`config.mk`:
```
export PLATFORM = sky130hd
export DESIGN_NAME = sliding_window_sender_rto
export DESIGN_NICKNAME = d
export VERILOG_FILES = /design/src/rtl/swsr_pkg.sv /design/src/rtl/swsr_queue.sv /design/src/rtl/swsr_front.sv /design/src/rtl/swsr_back.sv /design/src/rtl/sliding_window_sender_rto.sv
export SDC_FILE = /design/constraint.sdc
export NUM_CORES = 1
export LEC_CHECK = 0
export ABC_AREA = 1
export BUFFER_PORTS_ARGS = -buffer_cell sky130_fd_sc_hd__buf_2
export CAP_MARGIN = 15
export CORE_ASPECT_RATIO = 1.25
export CORE_MARGIN = 2
export CORE_UTILIZATION = 63
export DETAILED_ROUTE_END_ITERATION = 10
export PLACE_DENSITY = 0.81
export SLEW_MARGIN = 20
export SYNTH_ARGS = -nofsm -noshare
export SYNTH_HDL_FRONTEND = slang
export SYNTH_HIERARCHICAL = 1
export SYNTH_SLANG_ARGS = --single-unit
```
`constraint.sdc`:
```
create_clock -name clk -period 9.9 [get_ports clk]
set_input_delay 0.495 -clock clk [delete_from_list [all_inputs] [get_ports clk]]
set_output_delay 0.495 -clock clk [all_outputs]
set_load 0.03 [all_outputs]
```
`src/rtl/swsr_pkg.sv`:
```
// Shared types and constants of the sliding window sender.
package swsr_pkg;

	localparam int SEG_W  = 12;
	localparam int RTO_W  = 12;
	localparam int EST_W  = 18;
	localparam int SUM_W  = 20;

	// Largest transfer in segments; the segment fields are sized for it.
	localparam int MAX_SEGMENTS = 2048;

	localparam logic [RTO_W-1:0] RTO_LOW     = 12'd1000;
	localparam logic [RTO_W-1:0] RTO_HIGH    = 12'd3000;
	localparam logic [3:0]       RETRY_LIMIT = 4'd12;
	localparam logic [1:0]       DUP_THRESH  = 2'd3;
	localparam logic [EST_W-1:0] DEV_INIT    = 18'd750;
	localparam logic [12:0]      ACK_NONE    = 13'h1FFF;
	localparam logic [5:0]       WLIMIT_RST  = 6'd8;

	typedef enum logic [1:0] {
		OP_START   = 2'd0,
		OP_ACK     = 2'd1,
		OP_TIMEOUT = 2'd2
	} op_t;

	typedef enum logic [1:0] {
		KIND_WINDOW = 2'd0,
		KIND_RETX   = 2'd1,
		KIND_NONE   = 2'd2
	} kind_t;

	typedef enum logic [1:0] {
		RUN_ACTIVE = 2'd0,
		RUN_FIN    = 2'd1,
		RUN_ABORT  = 2'd2
	} run_t;

	typedef enum logic [2:0] {
		F_IDLE,
		F_EST1,
		F_EST2,
		F_EST3,
		F_CMD
	} front_state_t;

	// One event's worth of work for the emitter.
	typedef struct packed {
		logic             retx;
		logic             resend;
		logic [SEG_W-1:0] base;
		logic [SEG_W-1:0] from;
		logic [SEG_W-1:0] upto;
		logic [1:0]       status;
		logic [RTO_W-1:0] rto;
	} cmd_t;

endpackage

```
`src/rtl/swsr_queue.sv`:
```
// Two-entry command queue between the event front end and the emitter.
module swsr_queue (
	input  logic          clk,
	input  logic          arst_n,
	input  logic          push,
	input  swsr_pkg::cmd_t push_cmd,
	output logic          full,
	input  logic          pop,
	output logic          empty,
	output swsr_pkg::cmd_t pop_cmd
);
	swsr_pkg::cmd_t mem_q [2];
	logic           wr_q;
	logic           rd_q;
	logic [1:0]     cnt_q;

	assign full    = (cnt_q == 2'd2);
	assign empty   = (cnt_q == 2'd0);
	assign pop_cmd = mem_q[rd_q];

	always_ff @(posedge clk or negedge arst_n) begin
		if (!arst_n) begin
			wr_q  <= 1'b0;
			rd_q  <= 1'b0;
			cnt_q <= 2'd0;
		end else begin
			if (push) wr_q <= ~wr_q;
			if (pop) rd_q <= ~rd_q;
			if (push && !pop) cnt_q <= cnt_q + 2'd1;
			else if (pop && !push) cnt_q <= cnt_q - 2'd1;
		end
	end

	always_ff @(posedge clk) begin
		if (push) mem_q[wr_q] <= push_cmd;
	end
endmodule

```
`src/rtl/swsr_front.sv`:
```
// Event front end: RTT estimator, window and congestion state, command build.
module swsr_front (
	input  logic          clk,
	input  logic          arst_n,
	input  logic          in_valid,
	output logic          in_ready,
	input  logic [1:0]    op,
	input  logic [11:0]   total_segments,
	input  logic [11:0]   ack_number,
	input  logic [15:0]   receiver_window,
	input  logic          fin_flag,
	input  logic [15:0]   rtt_sample_ms,
	input  logic          cfg_we,
	input  logic [5:0]    cfg_wdata,
	output logic          q_push,
	output swsr_pkg::cmd_t q_cmd,
	input  logic          q_full
);
	swsr_pkg::front_state_t state_q, state_d;

	logic [1:0]  op_q;
	logic [11:0] total_q, ack_q;
	logic [15:0] rwin_in_q, rtt_q;
	logic        fin_q;

	logic [5:0]  wl_q;
	logic [11:0] cnt_q, base_q, nts_q, hi_q;
	logic        rsnd_q;
	logic [15:0] cwnd_q, ssth_q, rwnd_q;
	logic signed [17:0] srtt_q, dev_q, d_q;
	logic [11:0] rto_q;
	logic [3:0]  retry_q;
	logic [1:0]  dup_q;
	logic [12:0] prev_q;
	logic [1:0]  run_q;

	// Estimator arithmetic.
	logic signed [17:0] d8, ad, e, e4;
	logic signed [19:0] rsum;

	// Next state computed in the command cycle.
	logic [11:0] cnt_n, base_n, nts_n, hi_n;
	logic        rsnd_n;
	logic [15:0] cwnd_n, ssth_n, rwnd_n, budget;
	logic [11:0] rto_n;
	logic [3:0]  retry_n;
	logic [1:0]  dup_n;
	logic [12:0] prev_n;
	logic [1:0]  run_n;
	logic        go, retx;
	logic [16:0] cwnd_inc;
	logic [12:0] rto2;
	logic [11:0] nts0, from, lim;
	logic [12:0] wend;
	logic        resend, wsend;

	assign in_ready = (state_q == swsr_pkg::F_IDLE);

	always_ff @(posedge clk or negedge arst_n) begin
		if (!arst_n) state_q <= swsr_pkg::F_IDLE;
		else state_q <= state_d;
	end

	always_comb begin
		state_d = state_q;
		q_push  = 1'b0;
		unique case (state_q)
			swsr_pkg::F_IDLE: begin
				if (in_valid) begin
					if (op == swsr_pkg::OP_ACK && run_q == swsr_pkg::RUN_ACTIVE)
						state_d = swsr_pkg::F_EST1;
					else
						state_d = swsr_pkg::F_CMD;
				end
			end
			swsr_pkg::F_EST1: state_d = swsr_pkg::F_EST2;
			swsr_pkg::F_EST2: state_d = swsr_pkg::F_EST3;
			swsr_pkg::F_EST3: state_d = swsr_pkg::F_CMD;
			swsr_pkg::F_CMD: begin
				if (!q_full) begin
					q_push  = 1'b1;
					state_d = swsr_pkg::F_IDLE;
				end
			end
			default: state_d = swsr_pkg::F_IDLE;
		endcase
	end

	// Divisions truncate toward zero, so negative values are biased first.
	always_comb begin
		d8   = (d_q + (d_q < 0 ? 18'sd7 : 18'sd0)) >>> 3;
		ad   = (d_q < 0) ? -d_q : d_q;
		e    = ad - dev_q;
		e4   = (e + (e < 0 ? 18'sd3 : 18'sd0)) >>> 2;
		rsum = 20'(srtt_q) + (20'(dev_q) <<< 2);
	end

	always_comb begin
		cnt_n   = cnt_q;
		base_n  = base_q;
		nts_n   = nts_q;
		hi_n    = hi_q;
		rsnd_n  = rsnd_q;
		cwnd_n  = cwnd_q;
		ssth_n  = ssth_q;
		rwnd_n  = rwnd_q;
		rto_n   = rto_q;
		retry_n = retry_q;
		dup_n   = dup_q;
		prev_n  = prev_q;
		run_n   = run_q;
		go      = 1'b0;
		retx    = 1'b0;
		budget  = 16'd0;
		cwnd_inc = (cwnd_q > ssth_q) ? 17'(cwnd_q) + 17'd1 : {cwnd_q, 1'b0};
		rto2    = {rto_q, 1'b0};

		priority if (op_q == swsr_pkg::OP_START) begin
			cnt_n   = (int'(total_q) > swsr_pkg::MAX_SEGMENTS) ?
				12'(swsr_pkg::MAX_SEGMENTS) : total_q;
			base_n  = '0;
			nts_n   = '0;
			hi_n    = '0;
			rsnd_n  = 1'b0;
			cwnd_n  = 16'd1;
			ssth_n  = {11'd0, wl_q[5:1]};
			rwnd_n  = 16'd1;
			rto_n   = swsr_pkg::RTO_HIGH;
			retry_n = '0;
			dup_n   = '0;
			prev_n  = swsr_pkg::ACK_NONE;
			run_n   = swsr_pkg::RUN_ACTIVE;
			budget  = 16'd1;
			go      = 1'b1;
		end else if (op_q == swsr_pkg::OP_ACK && run_q == swsr_pkg::RUN_ACTIVE) begin
			retry_n = '0;
			if (rsum < 20'sd1000) rto_n = swsr_pkg::RTO_LOW;
			else if (rsum > 20'sd3000) rto_n = swsr_pkg::RTO_HIGH;
			else rto_n = rsum[11:0];
			if (fin_q) begin
				run_n = swsr_pkg::RUN_FIN;
			end else begin
				rwnd_n = rwin_in_q;
				if (base_q < ack_q) begin
					cwnd_n = cwnd_inc[16] ? 16'hFFFF : cwnd_inc[15:0];
					// Entries from the base up to the high mark are unacked unless
					// the base was marked for resend by a timeout.
					if (!rsnd_q && base_q < hi_q) begin
						base_n = (ack_q < hi_q) ? ack_q : hi_q;
						dup_n  = 2'd1;
						prev_n = {1'b0, ack_q};
					end
				end else if (base_q == ack_q) begin
					dup_n = ({1'b0, ack_q} == prev_q) ? dup_q + 2'd1 : dup_q;
					if (dup_n >= swsr_pkg::DUP_THRESH) begin
						retx  = (base_q < cnt_q);
						dup_n = '0;
					end
				end
				budget = (rwnd_n < cwnd_n) ? rwnd_n : cwnd_n;
				budget = (budget < 16'(wl_q)) ? budget : 16'(wl_q);
				go     = 1'b1;
			end
		end else if (op_q == swsr_pkg::OP_TIMEOUT && run_q == swsr_pkg::RUN_ACTIVE) begin
			rto_n   = (rto2 > 13'(swsr_pkg::RTO_HIGH)) ? swsr_pkg::RTO_HIGH : rto2[11:0];
			retry_n = retry_q + 4'd1;
			if (retry_n > swsr_pkg::RETRY_LIMIT) begin
				run_n = swsr_pkg::RUN_ABORT;
			end else begin
				nts_n  = base_q;
				rsnd_n = (base_q < hi_q);
				ssth_n = {1'b0, cwnd_q[15:1]};
				cwnd_n = 16'd1;
				budget = (rwnd_q != 16'd0 && wl_q != 6'd0) ? 16'd1 : 16'd0;
				go     = 1'b1;
			end
		end else begin
			go = 1'b0;
		end

		nts0   = (nts_n < base_n) ? base_n : nts_n;
		wend   = 13'(base_n) + 13'(budget[6:0]);
		lim    = (wend < 13'(cnt_n)) ? wend[11:0] : cnt_n;
		from   = (nts0 < hi_n) ? hi_n : nts0;
		resend = go && run_n == swsr_pkg::RUN_ACTIVE && rsnd_n && nts0 == base_n
			&& base_n < lim;
		wsend  = go && run_n == swsr_pkg::RUN_ACTIVE && from < lim;
		if (go && run_n == swsr_pkg::RUN_ACTIVE) begin
			nts_n = (nts0 < lim) ? lim : nts0;
			if (resend) rsnd_n = 1'b0;
			if (wsend) hi_n = lim;
		end

		q_cmd.retx   = retx;
		q_cmd.resend = resend;
		q_cmd.base   = base_n;
		q_cmd.from   = from;
		q_cmd.upto   = wsend ? lim : from;
		q_cmd.status = run_n;
		q_cmd.rto    = rto_n;
	end

	always_ff @(posedge clk) begin
		if (in_valid && in_ready) begin
			op_q      <= op;
			total_q   <= total_segments;
			ack_q     <= ack_number;
			rwin_in_q <= receiver_window;
			fin_q     <= fin_flag;
			rtt_q     <= rtt_sample_ms;
		end
	end

	always_ff @(posedge clk or negedge arst_n) begin
		if (!arst_n) begin
			wl_q    <= swsr_pkg::WLIMIT_RST;
			cnt_q   <= '0;
			base_q  <= '0;
			nts_q   <= '0;
			hi_q    <= '0;
			rsnd_q  <= 1'b0;
			cwnd_q  <= 16'd1;
			ssth_q  <= {11'd0, swsr_pkg::WLIMIT_RST[5:1]};
			rwnd_q  <= 16'd1;
			srtt_q  <= '0;
			dev_q   <= swsr_pkg::DEV_INIT;
			d_q     <= '0;
			rto_q   <= swsr_pkg::RTO_HIGH;
			retry_q <= '0;
			dup_q   <= '0;
			prev_q  <= swsr_pkg::ACK_NONE;
			run_q   <= swsr_pkg::RUN_ACTIVE;
		end else begin
			if (cfg_we) wl_q <= cfg_wdata;
			if (state_q == swsr_pkg::F_EST1)
				d_q <= $signed({2'b00, rtt_q}) - srtt_q;
			if (state_q == swsr_pkg::F_EST2) begin
				srtt_q <= srtt_q + d8;
				dev_q  <= dev_q + e4;
			end
			if (q_push) begin
				if (op_q == swsr_pkg::OP_START) begin
					srtt_q <= '0;
					dev_q  <= swsr_pkg::DEV_INIT;
				end
				cnt_q   <= cnt_n;
				base_q  <= base_n;
				nts_q   <= nts_n;
				hi_q    <= hi_n;
				rsnd_q  <= rsnd_n;
				cwnd_q  <= cwnd_n;
				ssth_q  <= ssth_n;
				rwnd_q  <= rwnd_n;
				rto_q   <= rto_n;
				retry_q <= retry_n;
				dup_q   <= dup_n;
				prev_q  <= prev_n;
				run_q   <= run_n;
			end
		end
	end
endmodule

```
`src/rtl/swsr_back.sv`:
```
// Emitter: turns one command into its sequence of result transactions.
module swsr_back (
	input  logic          clk,
	input  logic          arst_n,
	input  logic          q_empty,
	input  swsr_pkg::cmd_t q_cmd,
	output logic          q_pop,
	output logic          out_valid,
	input  logic          out_ready,
	output logic [10:0]   segment_number,
	output logic [1:0]    send_kind,
	output logic [1:0]    transfer_status,
	output logic [11:0]   timeout_ms,
	output logic          last
);
	logic        busy_q, rx_q, rb_q, vld_q;
	logic [11:0] pos_q, upto_q, base_q, rto_q;
	logic [1:0]  status_q;
	logic        advance, more;
	logic [10:0] seg_d;
	logic [1:0]  kind_d;
	logic        last_d;

	assign q_pop     = !busy_q && !q_empty;
	assign advance   = busy_q && (!vld_q || out_ready);
	assign out_valid = vld_q;
	assign more      = pos_q < upto_q;

	always_comb begin
		seg_d  = '0;
		kind_d = swsr_pkg::KIND_NONE;
		last_d = 1'b1;
		priority if (rx_q) begin
			seg_d  = base_q[10:0];
			kind_d = swsr_pkg::KIND_RETX;
			last_d = !(rb_q || more);
		end else if (rb_q) begin
			seg_d  = base_q[10:0];
			kind_d = swsr_pkg::KIND_WINDOW;
			last_d = !more;
		end else if (more) begin
			seg_d  = pos_q[10:0];
			kind_d = swsr_pkg::KIND_WINDOW;
			last_d = (pos_q + 12'd1 == upto_q);
		end else begin
			seg_d  = '0;
			kind_d = swsr_pkg::KIND_NONE;
			last_d = 1'b1;
		end
	end

	always_ff @(posedge clk or negedge arst_n) begin
		if (!arst_n) begin
			busy_q <= 1'b0;
			vld_q  <= 1'b0;
			rx_q   <= 1'b0;
			rb_q   <= 1'b0;
		end else begin
			if (out_ready) vld_q <= 1'b0;
			if (q_pop) begin
				busy_q <= 1'b1;
				rx_q   <= q_cmd.retx;
				rb_q   <= q_cmd.resend;
			end else if (advance) begin
				vld_q <= 1'b1;
				if (rx_q) rx_q <= 1'b0;
				else if (rb_q) rb_q <= 1'b0;
				if (last_d) busy_q <= 1'b0;
			end
		end
	end

	always_ff @(posedge clk) begin
		if (q_pop) begin
			pos_q    <= q_cmd.from;
			upto_q   <= q_cmd.upto;
			base_q   <= q_cmd.base;
			status_q <= q_cmd.status;
			rto_q    <= q_cmd.rto;
		end else if (advance) begin
			if (!rx_q && !rb_q && more) pos_q <= pos_q + 12'd1;
			segment_number  <= seg_d;
			send_kind       <= kind_d;
			transfer_status <= status_q;
			timeout_ms      <= rto_q;
			last            <= last_d;
		end
	end
endmodule

```
`src/rtl/sliding_window_sender_rto.sv`:
```
// Top level of the sliding window sender with retransmission timeout.
//
// Events arrive on the s_ channel: s_tuser carries the event kind (start,
// ack, timer expired) and s_tdata the segment count, ack number, receiver
// window, fin flag and RTT sample. Results leave on the m_ channel, one
// transaction per segment to send, m_tlast on the final one of an event;
// an event with nothing to send still gives one transaction.
// The window limit is to be written on the cfg channel only while the
// block is idle, which the block does not enforce. An active transfer's
// ack event takes three estimator steps before its command step, others
// none; the emitter loads each command, then gives one result per cycle
// while m_tready is high, up to 64 for one event. A two-entry command
// queue lets the front end take the next event while the emitter sends.
// Reset clears the transfer to zero segments, window limit 8, timeout 3000.
// When the receiver holds m_tready low the current result waits in the
// output register and the emitter, then the queue, then s_tready stall.
module sliding_window_sender_rto (
	input  logic        clk,
	input  logic        arst_n,
	input  logic        s_tvalid,
	output logic        s_tready,
	// total_segments[11:0], ack_number[23:12], receiver_window[39:24],
	// fin_flag[40], rtt_sample_ms[56:41], zero fill above
	input  logic [63:0] s_tdata,
	// operation[1:0]
	input  logic [1:0]  s_tuser,
	output logic        m_tvalid,
	input  logic        m_tready,
	// segment_number[10:0], transfer_status[12:11], timeout_ms[24:13], zero fill
	output logic [31:0] m_tdata,
	// send_kind[1:0]
	output logic [1:0]  m_tuser,
	output logic        m_tlast,
	input  logic        cfg_valid,
	output logic        cfg_ready,
	input  logic [5:0]  cfg_data
);
	swsr_pkg::cmd_t push_cmd, pop_cmd;
	logic q_push, q_pop, q_full, q_empty;
	logic [10:0] seg;
	logic [1:0]  status;
	logic [11:0] rto;

	assign cfg_ready = 1'b1;

	swsr_front u_front (
		.clk             (clk),
		.arst_n          (arst_n),
		.in_valid        (s_tvalid),
		.in_ready        (s_tready),
		.op              (s_tuser),
		.total_segments  (s_tdata[11:0]),
		.ack_number      (s_tdata[23:12]),
		.receiver_window (s_tdata[39:24]),
		.fin_flag        (s_tdata[40]),
		.rtt_sample_ms   (s_tdata[56:41]),
		.cfg_we          (cfg_valid),
		.cfg_wdata       (cfg_data),
		.q_push          (q_push),
		.q_cmd           (push_cmd),
		.q_full          (q_full)
	);

	swsr_queue u_queue (
		.clk      (clk),
		.arst_n   (arst_n),
		.push     (q_push),
		.push_cmd (push_cmd),
		.full     (q_full),
		.pop      (q_pop),
		.empty    (q_empty),
		.pop_cmd  (pop_cmd)
	);

	swsr_back u_back (
		.clk             (clk),
		.arst_n          (arst_n),
		.q_empty         (q_empty),
		.q_cmd           (pop_cmd),
		.q_pop           (q_pop),
		.out_valid       (m_tvalid),
		.out_ready       (m_tready),
		.segment_number  (seg),
		.send_kind       (m_tuser),
		.transfer_status (status),
		.timeout_ms      (rto),
		.last            (m_tlast)
	);

	assign m_tdata = {7'd0, rto, status, seg};
endmodule
```
### Yosys cells after proc, flatten, opt, wreduce, memory -nomap -nowiden

Memory sizes are Yosys's and may differ from the RTL's.
Index checks and enable logic that the tools add are counted.

* word-level logic and storage cells: 294
* register bits after elaboration: 337
* bits in writable memories: 104
* output and inout port bits: 38
* memories kept: 1

* reductions and logical operators: 58
* mux-type cells: 132
* add/subtract/negate cells: 15
* order comparisons: 22
* equality and inequality tests: 21
* bitwise operators: 3

Memories
* u_queue.mem_q: depth 2, bits a word 52, rd ports 1, clocked after memory_dff 0, write ports 1, RTL line swsr_queue.sv:12 `swsr_pkg::cmd_t mem_q [2];`

Operator list (count)
* two-way mux 12 bit: 30
* two-way mux 16 bit: 18
* two-way mux 18 bit: 7
* less-than comparator 12 bit: 10
* two-way mux 13 bit: 5
* two-way mux 7 bit: 6
* two-way mux 1 bit: 37
* equality test 12 bit: 3
* less-than comparator 18 x 1 -> 1 bit, second input constant: 2
* two-way mux 2 bit: 17
* two-way mux 11 bit: 3
* adder 18 x 20 -> 20 bit: 1
* greater-than comparator 20 x 13 -> 1 bit, second input constant: 1
* less-than comparator 20 x 11 -> 1 bit, second input constant: 1
* adder 18 x 15 -> 18 bit: 1
* adder 18 x 16 -> 18 bit: 1
* adder 18 x 3 -> 18 bit: 1
* adder 18 x 4 -> 18 bit: 1
* negator 18 bit: 1
* subtractor 17 x 18 -> 18 bit: 1
* subtractor 18 bit: 1
* adder 16 x 1 -> 17 bit, second input constant: 1
* logical AND 1 bit: 17
* two-way mux 17 bit: 1
* other kinds (39): 84

### Logic depth before layout (Yosys ltp)

* depth in word-level cells: 21
* depth in mapped cells: 77
* depth with buffers taken out: 72

### Cells and area by module

Netlist, hierarchy kept.

By module, submodules not included
* swsr_front: cells an instance 2790, times used 1, area each 20883.8 µm²
* swsr_queue: cells an instance 187, times used 1, area each 4210.3 µm²
* swsr_back: cells an instance 322, times used 1, area each 3559.7 µm²
* sliding_window_sender_rto: cells an instance 10, times used 1, area each 67.6 µm²

### Least setup slack after synthesis

No wires, ideal clock.

* kind: register to register
* start: register u_front.ssth_q[2]
* end: memory u_queue/mem_q[0][24] (netlist bit) (data pin)
* path buffers: 5
* path slack: 897 ps
* arrival: 8745 ps
* stages on the path, launching flop included: 66
* cells stage by stage: dfstp_2 inv_1 ha_1 nand2_1 inv_1 nand2_1 o21ai_0 a21oi_1 o211ai_1 nand2_1 o2111ai_1 nand2_1 inv_1 clkbuf_1 o21ai_0 o22ai_1 ha_1 nand2_1 (+30 left out) nand2_1 nand3_1 nand2_1 a21oi_1 nand2_2 inv_2 buf_2 or2_2 o21ai_0 inv_1 ha_1 a21oi_1 nor2_1 a2111oi_2 nand3_4 buf_2 nand2_1 nand2_1

RTL lines
* start: declaration: RTL line swsr_front.sv:29 `logic [15:0] cwnd_q, ssth_q, rwnd_q;`
* start signal: assignment: RTL line swsr_front.sv:223 `ssth_q <= {11'd0, swsr_pkg::WLIMIT_RST[5:1]};`
* start signal: assignment: RTL line swsr_front.sv:252 `ssth_q <= ssth_n;`
* end: declaration: RTL line swsr_queue.sv:12

### Final worst setup path

* start: register u_front.ssth_q[2]
* end: register u_front.hi_q[0]

* word-level cells in the longest chain between the ends: 21

RTL lines
* greater-than comparator 16 bit (*): RTL line swsr_front.sv:115 `cwnd_inc = (cwnd_q > ssth_q) ? 17'(cwnd_q) + 17'd1 : {cwnd_q, 1'b0};`
* two-way mux 17 bit (*): RTL line swsr_front.sv:115
* two-way mux 16 bit (*): RTL line swsr_front.sv:145 `cwnd_n = cwnd_inc[16] ? 16'hFFFF : cwnd_inc[15:0];`
* two-way mux 16 bit (*): RTL line swsr_front.sv:144 `if (base_q < ack_q) begin`
* two-way mux 16 bit (*): RTL line swsr_front.sv:140 `if (fin_q) begin`
* two-way mux 16 bit (*): RTL line swsr_front.sv:135 `end else if (op_q == swsr_pkg::OP_ACK && run_q == swsr_pkg::RUN_ACTIVE) begin`
* two-way mux 16 bit (*): RTL line swsr_front.sv:118 `priority if (op_q == swsr_pkg::OP_START) begin`
* less-than comparator 16 bit: RTL line swsr_front.sv:160 `budget = (rwnd_n < cwnd_n) ? rwnd_n : cwnd_n;`
* (+5 left out)
* two-way mux 7 bit (*): RTL line swsr_front.sv:118
* adder 12 x 7 -> 13 bit (*): RTL line swsr_front.sv:182 `wend = 13'(base_n) + 13'(budget[6:0]);`
* less-than comparator 13 x 12 -> 1 bit: RTL line swsr_front.sv:183 `lim = (wend < 13'(cnt_n)) ? wend[11:0] : cnt_n;`
* two-way mux 12 bit (*): RTL line swsr_front.sv:183
* less-than comparator 12 bit: RTL line swsr_front.sv:187 `wsend = go && run_n == swsr_pkg::RUN_ACTIVE && from < lim;`
* logical AND 1 bit: RTL line swsr_front.sv:187
* two-way mux 12 bit (*): RTL line swsr_front.sv:191 `if (wsend) hi_n = lim;`
* two-way mux 12 bit (*): RTL line swsr_front.sv:188 `if (go && run_n == swsr_pkg::RUN_ACTIVE) begin`
* end signal: assignment: RTL line swsr_front.sv:249 `hi_q <= hi_n;`
* end: declaration: RTL line swsr_front.sv:27 `logic [11:0] cnt_q, base_q, nts_q, hi_q;`

Mark *: on every way between the ends. The rest lies on a longest branch, timed or not. The select of a mux whose other input is x is not followed.
A chain may end at the register's enable or synchronous reset.

==> flow_metrics.env <==
export IMPL_status="finished, final reports clean"
export IMPL_use_met1_pct=37.0
export IMPL_root_buffer="clkbuf_16"
export IMPL_required_ns=10.41
export IMPL_grtUsageTotal_pct=32.2
export IMPL_finalNetCount=3789
export IMPL_antenna_found_initial=0
export IMPL_cp_common_cell="nand2_1"
export IMPL_worst_ep_arrival_time_ns=9.71
export IMPL_rows=87
export IMPL_clk_path_buf_depth=3
export IMPL_grt_overflow=0
export IMPL_met3_usage_pct=4.89
export IMPL_cts_buffers=45
export IMPL_hp_class="input pin to flop"
export IMPL_path_class="flop to flop"
export IMPL_seqCellArea_um2=12200
export IMPL_max_freq_ghz=0.109
export IMPL_syn_to_final_growth_pct=11.4
export IMPL_multi_input_area_um2=14500
export IMPL_max_cap_violations=0
export IMPL_globalplace_congestion=0.973
export IMPL_grtUsageMet2_pct=56.8
export IMPL_critPathMaxFanout=9
export IMPL_clock_latency_ns=0.60
export IMPL_cts_tree="yes"
export IMPL_path_clk_slew_ns=0.06
export IMPL_crit_family="compound AO/OA/AOI/OAI gates"
export IMPL_num_vias=23900
export IMPL_die_area_um2=47200
export IMPL_crit_slowest_cell="dfstp_2"
export IMPL_drc=0
export IMPL_max_stage_delay_ns=0.51
export IMPL_relSlewSlack_pct=33.0
export IMPL_grt_pass1_vias=24100
export IMPL_finalHoldViolCount=0
export IMPL_fill_cells=3440
export IMPL_cts_sinks=438
export IMPL_start_util_pct=63.7
export IMPL_hpwl_um=56600
export IMPL_fin_worst_skew_ns=0.0308
export IMPL_dr_pass1_iters=6
export IMPL_avgSynthCellArea_um2=8.67
export IMPL_drt_initial_drc_count=1604
export IMPL_slew_viol_final=0
export IMPL_final_cell_mix="717 x nand2_1, 455 x inv_1, 247 x ha_1, 238 x edfxtp_1, 207 x nor2_1"
export IMPL_period_share_pct=92.9
export IMPL_via_per_inst=5.88
export IMPL_n_antenna_cell=0
export IMPL_synthesis_area_um2=28600
export IMPL_max_slew_worst_pin_slew_ns=1.00
export IMPL_post_drt_wl_per_cell_um=18.5
export IMPL_h_tree_depth=2
export IMPL_die_h_um=242
export IMPL_finish_utilization_pct=71.0
export IMPL_grt_max_degree=73
export IMPL_end_kind="flop"
export IMPL_postSynthCellCount=3306
export IMPL_port_buffers=99
export IMPL_critPathLaunchType="flop"
export IMPL_setup_violations=0
export IMPL_drive_above_1_share_pct=13.6
export IMPL_die_x_um=195
export IMPL_routed_wl_um=75300
export IMPL_grt_pass1_wl_um=121000
export IMPL_cp_num_buf_inv=11
export IMPL_period_minus_slack_ns=9.20
export IMPL_core_area_um2=45000
export IMPL_gr_max_usage_layer="met2"
export IMPL_final_common_cell="nand2_1"
export IMPL_ant_nets=0
export IMPL_ios=115
export IMPL_synth_warnings=6
-- area by class of cell --
cell class	instances	share of cell area (%)
clock inverter	27	0.866
timing repair inverter	1	0.0235
sequential	438	38.2
inverter	477	5.64
clock buffer	56	3.88
multi-input combinational	2302	45.3
timing repair buffer	190	3.83
tap	578	2.27
-- final timing paths --
check,slack (ns),cells past startpoint,from,to
max reg2reg,0.70,65,u_front/ssth_q[2],u_front/hi_q[0]
min,0.06,1,s_tdata[48],u_front/rtt_q[7]
min reg2reg,0.42,0,u_back/rto_q[5],u_back/timeout_ms[5]
min in group asynchronous,0.48,2,arst_n,u_front/srtt_q[13]
max,0.70,65,u_front/ssth_q[2],u_front/hi_q[0]
max in group asynchronous,7.97,3,arst_n,u_front/dup_q[0]
-- state kept, by name, indices dropped and copies added (netlist names), 13 cells and up --
register	count
u_front/srtt_q	18
u_front/dev_q	18
u_front/rtt_q	16
u_front/rwnd_q	16
u_front/d_q	18
u_front/rwin_in_q	16
u_front/cwnd_q	16
u_front/prev_q	13
u_front/ssth_q	15
u_queue/mem_q	102
-- timing repair --
action / in CTS / in global routing
hold buffers: 1 / 0
buffers inserted: 0 / 6
hold endpoints to repair: 69 / 0
gates resized for setup: 0 / 78
setup endpoints to repair: 0 / 51
-- layer usage --
| metal | wire length (µm) | share of wire (%) |
|---|---|---|
| met5 | 0 | 0 |
| met2 | 37600 | 50 |
| met1 | 28400 | 38 |
| met3 | 4430 | 5.9 |
| met4 | 4780 | 6.4 |
-- through the flow --
step	hold slack, ns	cell area [µm²]	setup TNS, ns	instances	setup WS (ns)
floorplan	0.199	28700	0	3312	0.898
global placement	0.402	30100	0	3977	0.425
detailed placement	0.405	30100	0	3977	0.219
CTS	0.0418	31600	0	4061	0.115
global route	0.0528	31900	-1.13	4069	-0.0718
finish	0.0631	31900	0	4069	0.704
Power is not shown: default switching activity piles up to over one toggle a cycle in this logic, so the estimate is an artifact.
